[config.mk]
export PLATFORM = sky130hd
export DESIGN_NAME = filled_circle_pixel_raster
export DESIGN_NICKNAME = d
export VERILOG_FILES = /design/src/hw/rtl/fcpr_pkg.sv /design/src/hw/rtl/fcpr_front.sv /design/src/hw/rtl/fcpr_queue.sv /design/src/hw/rtl/fcpr_back.sv /design/src/hw/rtl/filled_circle_pixel_raster.sv
export SDC_FILE = /design/constraint.sdc
export NUM_CORES = 1
export LEC_CHECK = 0
export BUFFER_PORTS_ARGS = -buffer_cell sky130_fd_sc_hd__buf_2
export CAP_MARGIN = 40
export CORE_MARGIN = 3
export CORE_UTILIZATION = 60
export CTS_CLUSTER_SIZE = 14
export DETAILED_ROUTE_END_ITERATION = 16
export PLACE_DENSITY_LB_ADDON = 0.05
export SYNTH_ARGS = -nofsm -noshare
export SYNTH_HDL_FRONTEND = slang
export SYNTH_SLANG_ARGS = --single-unit
[constraint.sdc]
create_clock -name clk -period 13.5 [get_ports clk]
set_input_delay 0.675 -clock clk [delete_from_list [all_inputs] [get_ports clk]]
set_output_delay 0.675 -clock clk [all_outputs]
set_load 0.03 [all_outputs]
[src/hw/rtl/fcpr_pkg.sv]
// shared types and constants of the filled circle pixel raster
package fcpr_pkg;

    localparam int COORD_W = 6;
    localparam int RAD_W   = 6;
    localparam int COLOR_W = 16;
    localparam int INDEX_W = 2;
    localparam int DIAM_W  = RAD_W + 1;
    localparam int SQ_W    = 2 * RAD_W;

    // register indexes of the configuration port
    localparam logic [INDEX_W-1:0] REG_RADIUS   = 2'd0;
    localparam logic [INDEX_W-1:0] REG_OUTLINE  = 2'd1;
    localparam logic [INDEX_W-1:0] REG_INTERIOR = 2'd2;

    localparam logic [RAD_W-1:0]   RADIUS_RST   = 6'd1;
    localparam logic [COLOR_W-1:0] OUTLINE_RST  = 16'd15;
    localparam logic [COLOR_W-1:0] INTERIOR_RST = 16'd0;

    // one classified query
    typedef struct packed {
        logic [COORD_W-1:0] row;
        logic [COORD_W-1:0] col;
        logic [RAD_W-1:0]   radius;
        logic               trivial;
    } job_t;

    typedef struct packed {
        logic [COLOR_W-1:0] outline;
        logic [COLOR_W-1:0] interior;
    } colors_t;

endpackage

[src/hw/rtl/fcpr_front.sv]
// query classifier: radius saturation and trivial cases
module fcpr_front #(
    parameter int MAX_DIAMETER = 64
) (
    input  logic [fcpr_pkg::COORD_W-1:0] pixel_row,
    input  logic [fcpr_pkg::COORD_W-1:0] pixel_column,
    input  logic [fcpr_pkg::RAD_W-1:0]   radius,
    input  logic [fcpr_pkg::COLOR_W-1:0] outline,
    output fcpr_pkg::job_t               job
);
    localparam int RMAX = MAX_DIAMETER / 2;

    logic [fcpr_pkg::RAD_W-1:0]  r;
    logic [fcpr_pkg::DIAM_W-1:0] d;

    always_comb
    begin
        if (int'(radius) > RMAX)
            r = fcpr_pkg::RAD_W'(RMAX);
        else
            r = radius;
        d = {r, 1'b0};
        job.row     = pixel_row;
        job.col     = pixel_column;
        job.radius  = r;
        job.trivial = (r == '0) || ({1'b0, pixel_row} >= d) ||
                      ({1'b0, pixel_column} >= d) || (outline == '0);
    end
endmodule

[src/hw/rtl/fcpr_queue.sv]
// two-entry job queue between classifier and raster engine
module fcpr_queue (
    input  logic           clk,
    input  logic           rst_n,
    input  logic           wr_en,
    input  fcpr_pkg::job_t wr_job,
    output logic           full,
    input  logic           rd_en,
    output logic           has_job,
    output fcpr_pkg::job_t rd_job
);
    fcpr_pkg::job_t slot_reg [2];
    logic       wr_ptr_reg, wr_ptr_next;
    logic       rd_ptr_reg, rd_ptr_next;
    logic [1:0] count_reg, count_next;

    assign full    = (count_reg == 2'd2);
    assign has_job = (count_reg != 2'd0);
    assign rd_job  = slot_reg[rd_ptr_reg];

    always_comb
    begin
        wr_ptr_next = wr_ptr_reg ^ wr_en;
        rd_ptr_next = rd_ptr_reg ^ rd_en;
        count_next  = count_reg + {1'b0, wr_en} - {1'b0, rd_en};
    end

    always_ff @(posedge clk)
    begin
        if (wr_en)
            slot_reg[wr_ptr_reg] <= wr_job;
    end

    always_ff @(posedge clk or negedge rst_n)
    begin
        if (!rst_n)
        begin
            wr_ptr_reg <= 1'b0;
            rd_ptr_reg <= 1'b0;
            count_reg  <= 2'd0;
        end
        else
        begin
            wr_ptr_reg <= wr_ptr_next;
            rd_ptr_reg <= rd_ptr_next;
            count_reg  <= count_next;
        end
    end
endmodule

[src/hw/rtl/fcpr_back.sv]
// raster engine: outline walk of the row, column scan, result register
module fcpr_back #(
    parameter int MAX_DIAMETER = 64
) (
    input  logic                         clk,
    input  logic                         rst_n,
    input  logic                         has_job,
    input  fcpr_pkg::job_t               job,
    output logic                         take_job,
    input  fcpr_pkg::colors_t            colors,
    input  logic                         pop,
    output logic                         empty,
    output logic [fcpr_pkg::COLOR_W-1:0] pixel_color
);
    localparam int LINE_N = (MAX_DIAMETER < 126) ? MAX_DIAMETER : 126;
    localparam int IDX_W  = (LINE_N > 1) ? $clog2(LINE_N) : 1;
    localparam int DW     = fcpr_pkg::DIAM_W;
    localparam int SW     = fcpr_pkg::SQ_W;

    typedef enum logic [3:0] {
        S_IDLE = 4'b0001,
        S_ROOT = 4'b0010,
        S_SCAN = 4'b0100,
        S_DONE = 4'b1000
    } state_t;

    // column scan phases
    localparam logic [1:0] PH_BEFORE = 2'd0;
    localparam logic [1:0] PH_RUN    = 2'd1;
    localparam logic [1:0] PH_SPAN   = 2'd2;
    localparam logic [1:0] PH_BLOCK  = 2'd3;

    state_t                        state_reg, state_next;
    fcpr_pkg::job_t                job_reg, job_next;
    logic [fcpr_pkg::RAD_W-1:0]    k_reg, k_next;
    logic [fcpr_pkg::RAD_W-1:0]    x_reg, x_next;
    logic [SW-1:0]                 rr_reg, rr_next;
    logic [LINE_N-1:0]             line_reg, line_next;
    logic [DW-1:0]                 m_reg, m_next;
    logic [1:0]                    phase_reg, phase_next;
    logic [fcpr_pkg::COLOR_W-1:0]  color_reg, color_next;
    logic [fcpr_pkg::COLOR_W-1:0]  out_reg, out_next;
    logic                          out_valid_reg, out_valid_next;

    logic [SW-1:0] kk, xx, n;
    logic [DW-1:0] r7, k7, x7, row7, a, b, c, e, d;
    logic          bit_m;

    assign empty       = !out_valid_reg;
    assign pixel_color = out_reg;

    always_comb
    begin
        r7    = DW'(job_reg.radius);
        k7    = DW'(k_reg);
        x7    = DW'(x_reg);
        row7  = DW'(job_reg.row);
        d     = {job_reg.radius, 1'b0};
        kk    = SW'(k_reg) * SW'(k_reg);
        xx    = SW'(x_reg) * SW'(x_reg) - SW'(x_reg);
        n     = rr_reg - kk;
        a     = r7 - k7;
        b     = r7 + k7 - DW'(1);
        c     = r7 - x7;
        e     = r7 + x7 - DW'(1);
        bit_m = line_reg[m_reg[IDX_W-1:0]];

        state_next     = state_reg;
        job_next       = job_reg;
        k_next         = k_reg;
        x_next         = x_reg;
        rr_next        = rr_reg;
        line_next      = line_reg;
        m_next         = m_reg;
        phase_next     = phase_reg;
        color_next     = color_reg;
        out_next       = out_reg;
        out_valid_next = out_valid_reg && !pop;
        take_job       = 1'b0;

        case (state_reg)
            S_IDLE:
            begin
                if (has_job)
                begin
                    take_job   = 1'b1;
                    job_next   = job;
                    k_next     = fcpr_pkg::RAD_W'(1);
                    x_next     = job.radius;
                    rr_next    = SW'(job.radius) * SW'(job.radius);
                    line_next  = '0;
                    m_next     = '0;
                    phase_next = PH_BEFORE;
                    color_next = '0;
                    state_next = job.trivial ? S_DONE : S_ROOT;
                end
            end
            S_ROOT:
            begin
                if (x_reg != '0 && xx >= n)
                    x_next = x_reg - fcpr_pkg::RAD_W'(1);
                else
                begin
                    if (row7 == a || row7 == b)
                    begin
                        line_next[c[IDX_W-1:0]] = 1'b1;
                        line_next[e[IDX_W-1:0]] = 1'b1;
                    end
                    if (row7 == c || row7 == e)
                    begin
                        line_next[a[IDX_W-1:0]] = 1'b1;
                        line_next[b[IDX_W-1:0]] = 1'b1;
                    end
                    if (k_reg == job_reg.radius)
                        state_next = S_SCAN;
                    else
                        k_next = k_reg + fcpr_pkg::RAD_W'(1);
                end
            end
            S_SCAN:
            begin
                case (phase_reg)
                    PH_BEFORE: phase_next = bit_m ? PH_RUN : PH_BEFORE;
                    PH_RUN:    phase_next = bit_m ? PH_RUN : PH_SPAN;
                    PH_SPAN:   phase_next = bit_m ? PH_BLOCK : PH_SPAN;
                    default:   phase_next = PH_BLOCK;
                endcase
                if (m_reg == DW'(job_reg.col))
                begin
                    if (bit_m)
                        color_next = colors.outline;
                    else if (row7 == '0 || row7 == d - DW'(1))
                        color_next = '0;
                    else if (phase_next == PH_SPAN)
                        color_next = colors.interior;
                    else
                        color_next = '0;
                    state_next = S_DONE;
                end
                else
                    m_next = m_reg + DW'(1);
            end
            S_DONE:
            begin
                if (!out_valid_reg || pop)
                begin
                    out_next       = color_reg;
                    out_valid_next = 1'b1;
                    state_next     = S_IDLE;
                end
            end
            default: state_next = S_IDLE;
        endcase
    end

    always_ff @(posedge clk)
    begin
        job_reg   <= job_next;
        k_reg     <= k_next;
        x_reg     <= x_next;
        rr_reg    <= rr_next;
        line_reg  <= line_next;
        m_reg     <= m_next;
        phase_reg <= phase_next;
        color_reg <= color_next;
        out_reg   <= out_next;
    end

    always_ff @(posedge clk or negedge rst_n)
    begin
        if (!rst_n)
        begin
            state_reg     <= S_IDLE;
            out_valid_reg <= 1'b0;
        end
        else
        begin
            state_reg     <= state_next;
            out_valid_reg <= out_valid_next;
        end
    end

    a_k_in_range: assert property (@(posedge clk) disable iff (!rst_n)
        state_reg == S_ROOT |-> (k_reg != '0 && k_reg <= job_reg.radius))
        else $error("outline walk index out of range");

    a_x_descends: assert property (@(posedge clk) disable iff (!rst_n)
        state_reg == S_ROOT |=> (state_reg != S_ROOT || x_reg <= $past(x_reg)))
        else $error("outline offset increased");

    a_scan_bound: assert property (@(posedge clk) disable iff (!rst_n)
        state_reg == S_SCAN |-> m_reg <= DW'(job_reg.col))
        else $error("scan passed the queried column");

    a_no_overwrite: assert property (@(posedge clk) disable iff (!rst_n)
        (out_valid_reg && !pop) |=> (out_valid_reg && $stable(out_reg)))
        else $error("waiting result overwritten");
endmodule

[src/hw/rtl/filled_circle_pixel_raster.sv]
// filled circle pixel raster top level: config registers, classifier, queue, engine
// trivial queries (outside raster, zero radius/outline) go straight from take to result load
// other queries: take, outline walk (k steps, x steps), scan of columns 0 up to the queried
// column, result load; a new query is taken only after the last result is loaded
// one query is worked at a time; two more wait in the job queue
// rst_n clears control state and sets radius 1, outline color 15, interior color 0
module filled_circle_pixel_raster #(
    parameter int MAX_DIAMETER = 64
) (
    input  logic                          clk,
    input  logic                          rst_n,
    // query side, a transfer when push and not full
    input  logic                          push,
    output logic                          full,
    input  logic [fcpr_pkg::COORD_W-1:0]  pixel_row,
    input  logic [fcpr_pkg::COORD_W-1:0]  pixel_column,
    // result side, a transfer when pop and not empty
    output logic                          empty,
    input  logic                          pop,
    output logic [fcpr_pkg::COLOR_W-1:0]  pixel_color,
    // configuration write channel
    input  logic                          cfg_valid,
    output logic                          cfg_ready,
    input  logic [fcpr_pkg::INDEX_W-1:0]  cfg_index,
    input  logic [fcpr_pkg::COLOR_W-1:0]  cfg_data
);
    logic [fcpr_pkg::RAD_W-1:0]   radius_reg, radius_next;
    logic [fcpr_pkg::COLOR_W-1:0] outline_reg, outline_next;
    logic [fcpr_pkg::COLOR_W-1:0] interior_reg, interior_next;

    fcpr_pkg::job_t    front_job, queue_job;
    fcpr_pkg::colors_t colors;
    logic              has_job, take_job, accept;

    // registers always take a write; unknown indexes drop the data
    assign cfg_ready = 1'b1;

    always_comb
    begin
        radius_next   = radius_reg;
        outline_next  = outline_reg;
        interior_next = interior_reg;
        if (cfg_valid)
        begin
            case (cfg_index)
                fcpr_pkg::REG_RADIUS:   radius_next   = cfg_data[fcpr_pkg::RAD_W-1:0];
                fcpr_pkg::REG_OUTLINE:  outline_next  = cfg_data;
                fcpr_pkg::REG_INTERIOR: interior_next = cfg_data;
                default: ;
            endcase
        end
    end

    always_ff @(posedge clk or negedge rst_n)
    begin
        if (!rst_n)
        begin
            radius_reg   <= fcpr_pkg::RADIUS_RST;
            outline_reg  <= fcpr_pkg::OUTLINE_RST;
            interior_reg <= fcpr_pkg::INTERIOR_RST;
        end
        else
        begin
            radius_reg   <= radius_next;
            outline_reg  <= outline_next;
            interior_reg <= interior_next;
        end
    end

    assign colors.outline  = outline_reg;
    assign colors.interior = interior_reg;
    assign accept          = push && !full;

    // front: saturate radius and flag queries answered by a plain zero
    fcpr_front #(.MAX_DIAMETER(MAX_DIAMETER)) u_front (
        .pixel_row    (pixel_row),
        .pixel_column (pixel_column),
        .radius       (radius_reg),
        .outline      (outline_reg),
        .job          (front_job)
    );

    // decouples query transfers from the engine
    fcpr_queue u_queue (
        .clk     (clk),
        .rst_n   (rst_n),
        .wr_en   (accept),
        .wr_job  (front_job),
        .full    (full),
        .rd_en   (take_job),
        .has_job (has_job),
        .rd_job  (queue_job)
    );

    // back: rebuild the queried row, scan to the column, hold the result
    fcpr_back #(.MAX_DIAMETER(MAX_DIAMETER)) u_back (
        .clk         (clk),
        .rst_n       (rst_n),
        .has_job     (has_job),
        .job         (queue_job),
        .take_job    (take_job),
        .colors      (colors),
        .pop         (pop),
        .empty       (empty),
        .pixel_color (pixel_color)
    );
endmodule

==> flow_summary_export.csv <==
group,metric,value,unit
clocking,clk_latency,560,ps
clocking,cts-htree-levels,1,
timing,slew_violations,0,
timing,fin_ws,6352,ps
route,wl_per_cell,20.56,um
synthesis,syn_area_per_cell,10.22,um^2
timing,finClkSkew,17.43,ps
cells_and_area,insertedDiodeCount,0,
cells_and_area,layout.cells.non_filler,2050,
timing,slew_headroom,35.77,%
grt,grt-ovfl-total,0,
grt,grt_max_degree,84,
job,drv_cap,0,
grt,antenna_found_initial,0,
synthesis,synth_cell_types,75,
worst_setup_path,arrival,7330,ps
clocking,cts_resized,0,
route,wl,42150,um
timing,finalCritPeriodShare,52.95,%
timing,fin_crit,7148,ps
floorplan,design.core.area,27100,um^2
timing,finalSetupTns,0,ps
place,io_buffers,52,
cells_and_area,areaGrowthSynthToFinish,9.252,%
clocking,clockRootBuffer,"clkbuf_16",
floorplan,fp-row-count,60,
cells_and_area,finalInstanceArea,18220,um^2
grt,grt_pass1_vias,12420,
grt,grt_pass1_wl,66250,um
timing,tightest_slew,960.2,ps
grt,grtUsageTotal,27.39,%
worst_setup_path,crit_type,"reg -> reg",
timing,setup_viol,0,
cells_and_area,finalNetCount,1859,
worst_setup_path,endpoint_kind,"flip-flop",
timing,fmax,139.9,MHz
route,vias_per_cell,6.255,
route,via_count,12820,
route,antenna_left,0,
clocking,clk_path_buf_depth,3,
synthesis,synthArstFlopShare,20.43,%
cells_and_area,drive_gt1_share,12.81,%
timing,hold_violations,0,
route,drt-pass1-iter-count,6,
floorplan,boundaryPins,54,
place,place_inst,2000,
place,place_congestion,1.027,
timing,rsz0062_at_grt,"no",
floorplan,die_area,29830,um^2
place,hpwl,30220,um
grt,grt_util_met2,42.96,%
synthesis,synth-edff-count,183,
grt,grt.met1_usage,39.28,%
place,dp_slack,6408,ps
floorplan,initial_core_util,61.53,%
synthesis,syn-instance-count,1632,
status,status,"finished clean",
clocking,numCtsBuffers,26,
worst_setup_path,cp_max_fo,64,
grt,grtUsageMet3,4.523,%
worst_setup_path,cp-start-kind,"flip-flop",
floorplan,dieWidth,172.7,um
floorplan,die_h,172.7,um
place,dpl_cell_area,17350,um^2
clocking,clkSinkCount,230,
synthesis,ys_seq_area_share,40.05,%
worst_setup_path,required,13680,ps
synthesis,synthFlopType,"edfxtp_1",
clocking,cts_tree,"yes",
synthesis,synth_seq_cells,230,
synthesis,yosys_warnings,0,
route,drt_iter0_markers,1386,
synthesis,syn_area,16670,um^2
route,drc_errors,0,
clocking,path_clk_slew,60,ps
cells_and_area,largest_register_ffs,64,
worst_hold_path,hp-class,"in -> reg",
grt,grt_busiest_layer,"met2",
## timing repair
item	in CTS	in global routing
endpoints found under the setup margin	0	0
hold endpoints to repair	11	0
setup buffers	0	0
hold buffers	1	0
## metal layers
metal,share of wire (%),vias up
met1,43,6143
li1,-,5952
met3,8.8,118
met5,0,-
met4,3.5,0
met2,45,610
## area by class of cell
type,instances,area [um^2]
clock buffer,34,680.7
clock inverter,14,172.7
fill,2159,8884
inverter,145,544.3
multi-input combinational,1174,9125
sequential,230,6679
tap,372,465.4
timing repair buffer,81,550.5
## cell families (layout without fill, tap and decap cells)
kind of cell,after synthesis,after routing,synth area share [%]
compound gates,335,335,13.92
flops,230,230,40.05
fa+ha+maj,166,166,14.17
xor+xnor,103,103,5.740
simple gates,486,486,13.47
buf+inv,229,274,5.493
mux,82,82,7.136
other cells,1,2,0.02249
## through the flow
stage | hold slack (ps) | utilization [%]
4_1_cts | 308.1 | 67.20
5_1_grt | 322.9 | 67.22
6_report | 325.1 | 67.22
3_3_place_gp | 402.1 | 63.53
3_5_place_dp | 405.9 | 64.02
2_1_floorplan | 379.4 | -
## cell usage after synthesis (5+ instances only)
master / instances / area share, %
nand2_1: 201 / 4.5
edfxtp_1: 183 / 33
inv_1: 141 / 3.2
ha_1: 128 / 9.6
nor2_1: 106 / 2.4
xnor2_1: 71 / 3.7
o211ai_1: 66 / 3.0
a22oi_1: 62 / 2.8
o22ai_1: 58 / 2.2
clkbuf_1: 56 / 1.3
mux2_2: 52 / 3.5
nand3_1: 42 / 1.3
dfrtp_1: 41 / 6.2
a21oi_1: 38 / 1.1
fa_1: 38 / 4.6
o21ai_0: 29 / 0.87
xor2_1: 28 / 1.5
nor3_1: 23 / 0.69
nor2b_1: 22 / 0.83
nor4_1: 22 / 0.83
a21o_1: 17 / 0.77
buf_1: 13 / 0.29
nand2b_1: 12 / 0.45
o21ai_2: 12 / 0.63
mux4_1: 11 / 1.7
mux4_2: 10 / 1.4
and2_1: 9 / 0.34
buf_2: 9 / 0.27
mux2i_1: 9 / 0.54
or3_1: 9 / 0.34
nand3b_1: 8 / 0.36
o21bai_1: 7 / 0.32
a31oi_1: 6 / 0.23
dfstp_2: 6 / 0.95
nor3b_1: 5 / 0.23
o21ai_1: 5 / 0.15
or2_2: 5 / 0.19
## worst max-delay path, cell delays in order, from the launching register on
cell	delay [ps]
edfxtp_1	430
clkinv_1	280
nor2_1	310
inv_1	110
ha_1	310
xor2_1	210
fa_1	470
fa_1	550
inv_1	50
fa_1	490
inv_1	40
ha_1	210
nor3_1	220
a211o_1	210
nor2b_1	70
o21a_1	180
or2_2	290
ha_1	290
and4_1	220
a221o_1	340
o2111ai_1	160
a21boi_0	100
o21ai_0	160
buf_4	180
nand2_1	70
nand2_2	100
buf_4	630
## layout by cell type, fill, tap and decap left out, types with 5 or more instances in the layout
master and count:
o21ai_0 29, and2_1 9, buf_2 54, clkinv_1 7, mux4_1 11, nor4_1 21
dfrtp_1 41, mux2i_1 8, ha_1 128, a22oi_1 62, o21ai_2 12, nor2b_1 22
mux2_2 52, xnor2_1 71, nor3_1 23, a21o_1 17, nor2_1 106, clkbuf_16 26
o211ai_1 66, o22ai_1 58, nor3b_1 5, buf_4 20, a21oi_1 38, fa_1 38
clkbuf_1 8, or2_2 5, dfstp_2 6, nand2_1 200, nand2b_1 12, nand3_1 42
o21ai_1 5, inv_1 141, edfxtp_1 183, o21bai_1 7, nand3b_1 8, xor2_1 28
or3_1 9, a31oi_1 6, mux4_2 10
## path summary, 6_finish.rpt
check,startpoint,end,slack [ps],cells past startpoint
hold reg to reg,u_back.color_reg[9],u_back.pixel_color[9],420,0
setup reg to reg,u_back.k_reg[3],u_back.line_reg[26],6350,26
max in group asynchronous,rst_n,outline_reg[3],12400,3
hold / removal,pixel_column[2],u_queue.slot_reg[1][9],330,1
setup / recovery,u_back.k_reg[3],u_back.line_reg[26],6350,26
min in group asynchronous,rst_n,outline_reg[10],530,2
Power is left out: the tool's default activity adds up to more than one toggle a clock period on the data nets, which glitch-free logic cannot reach.
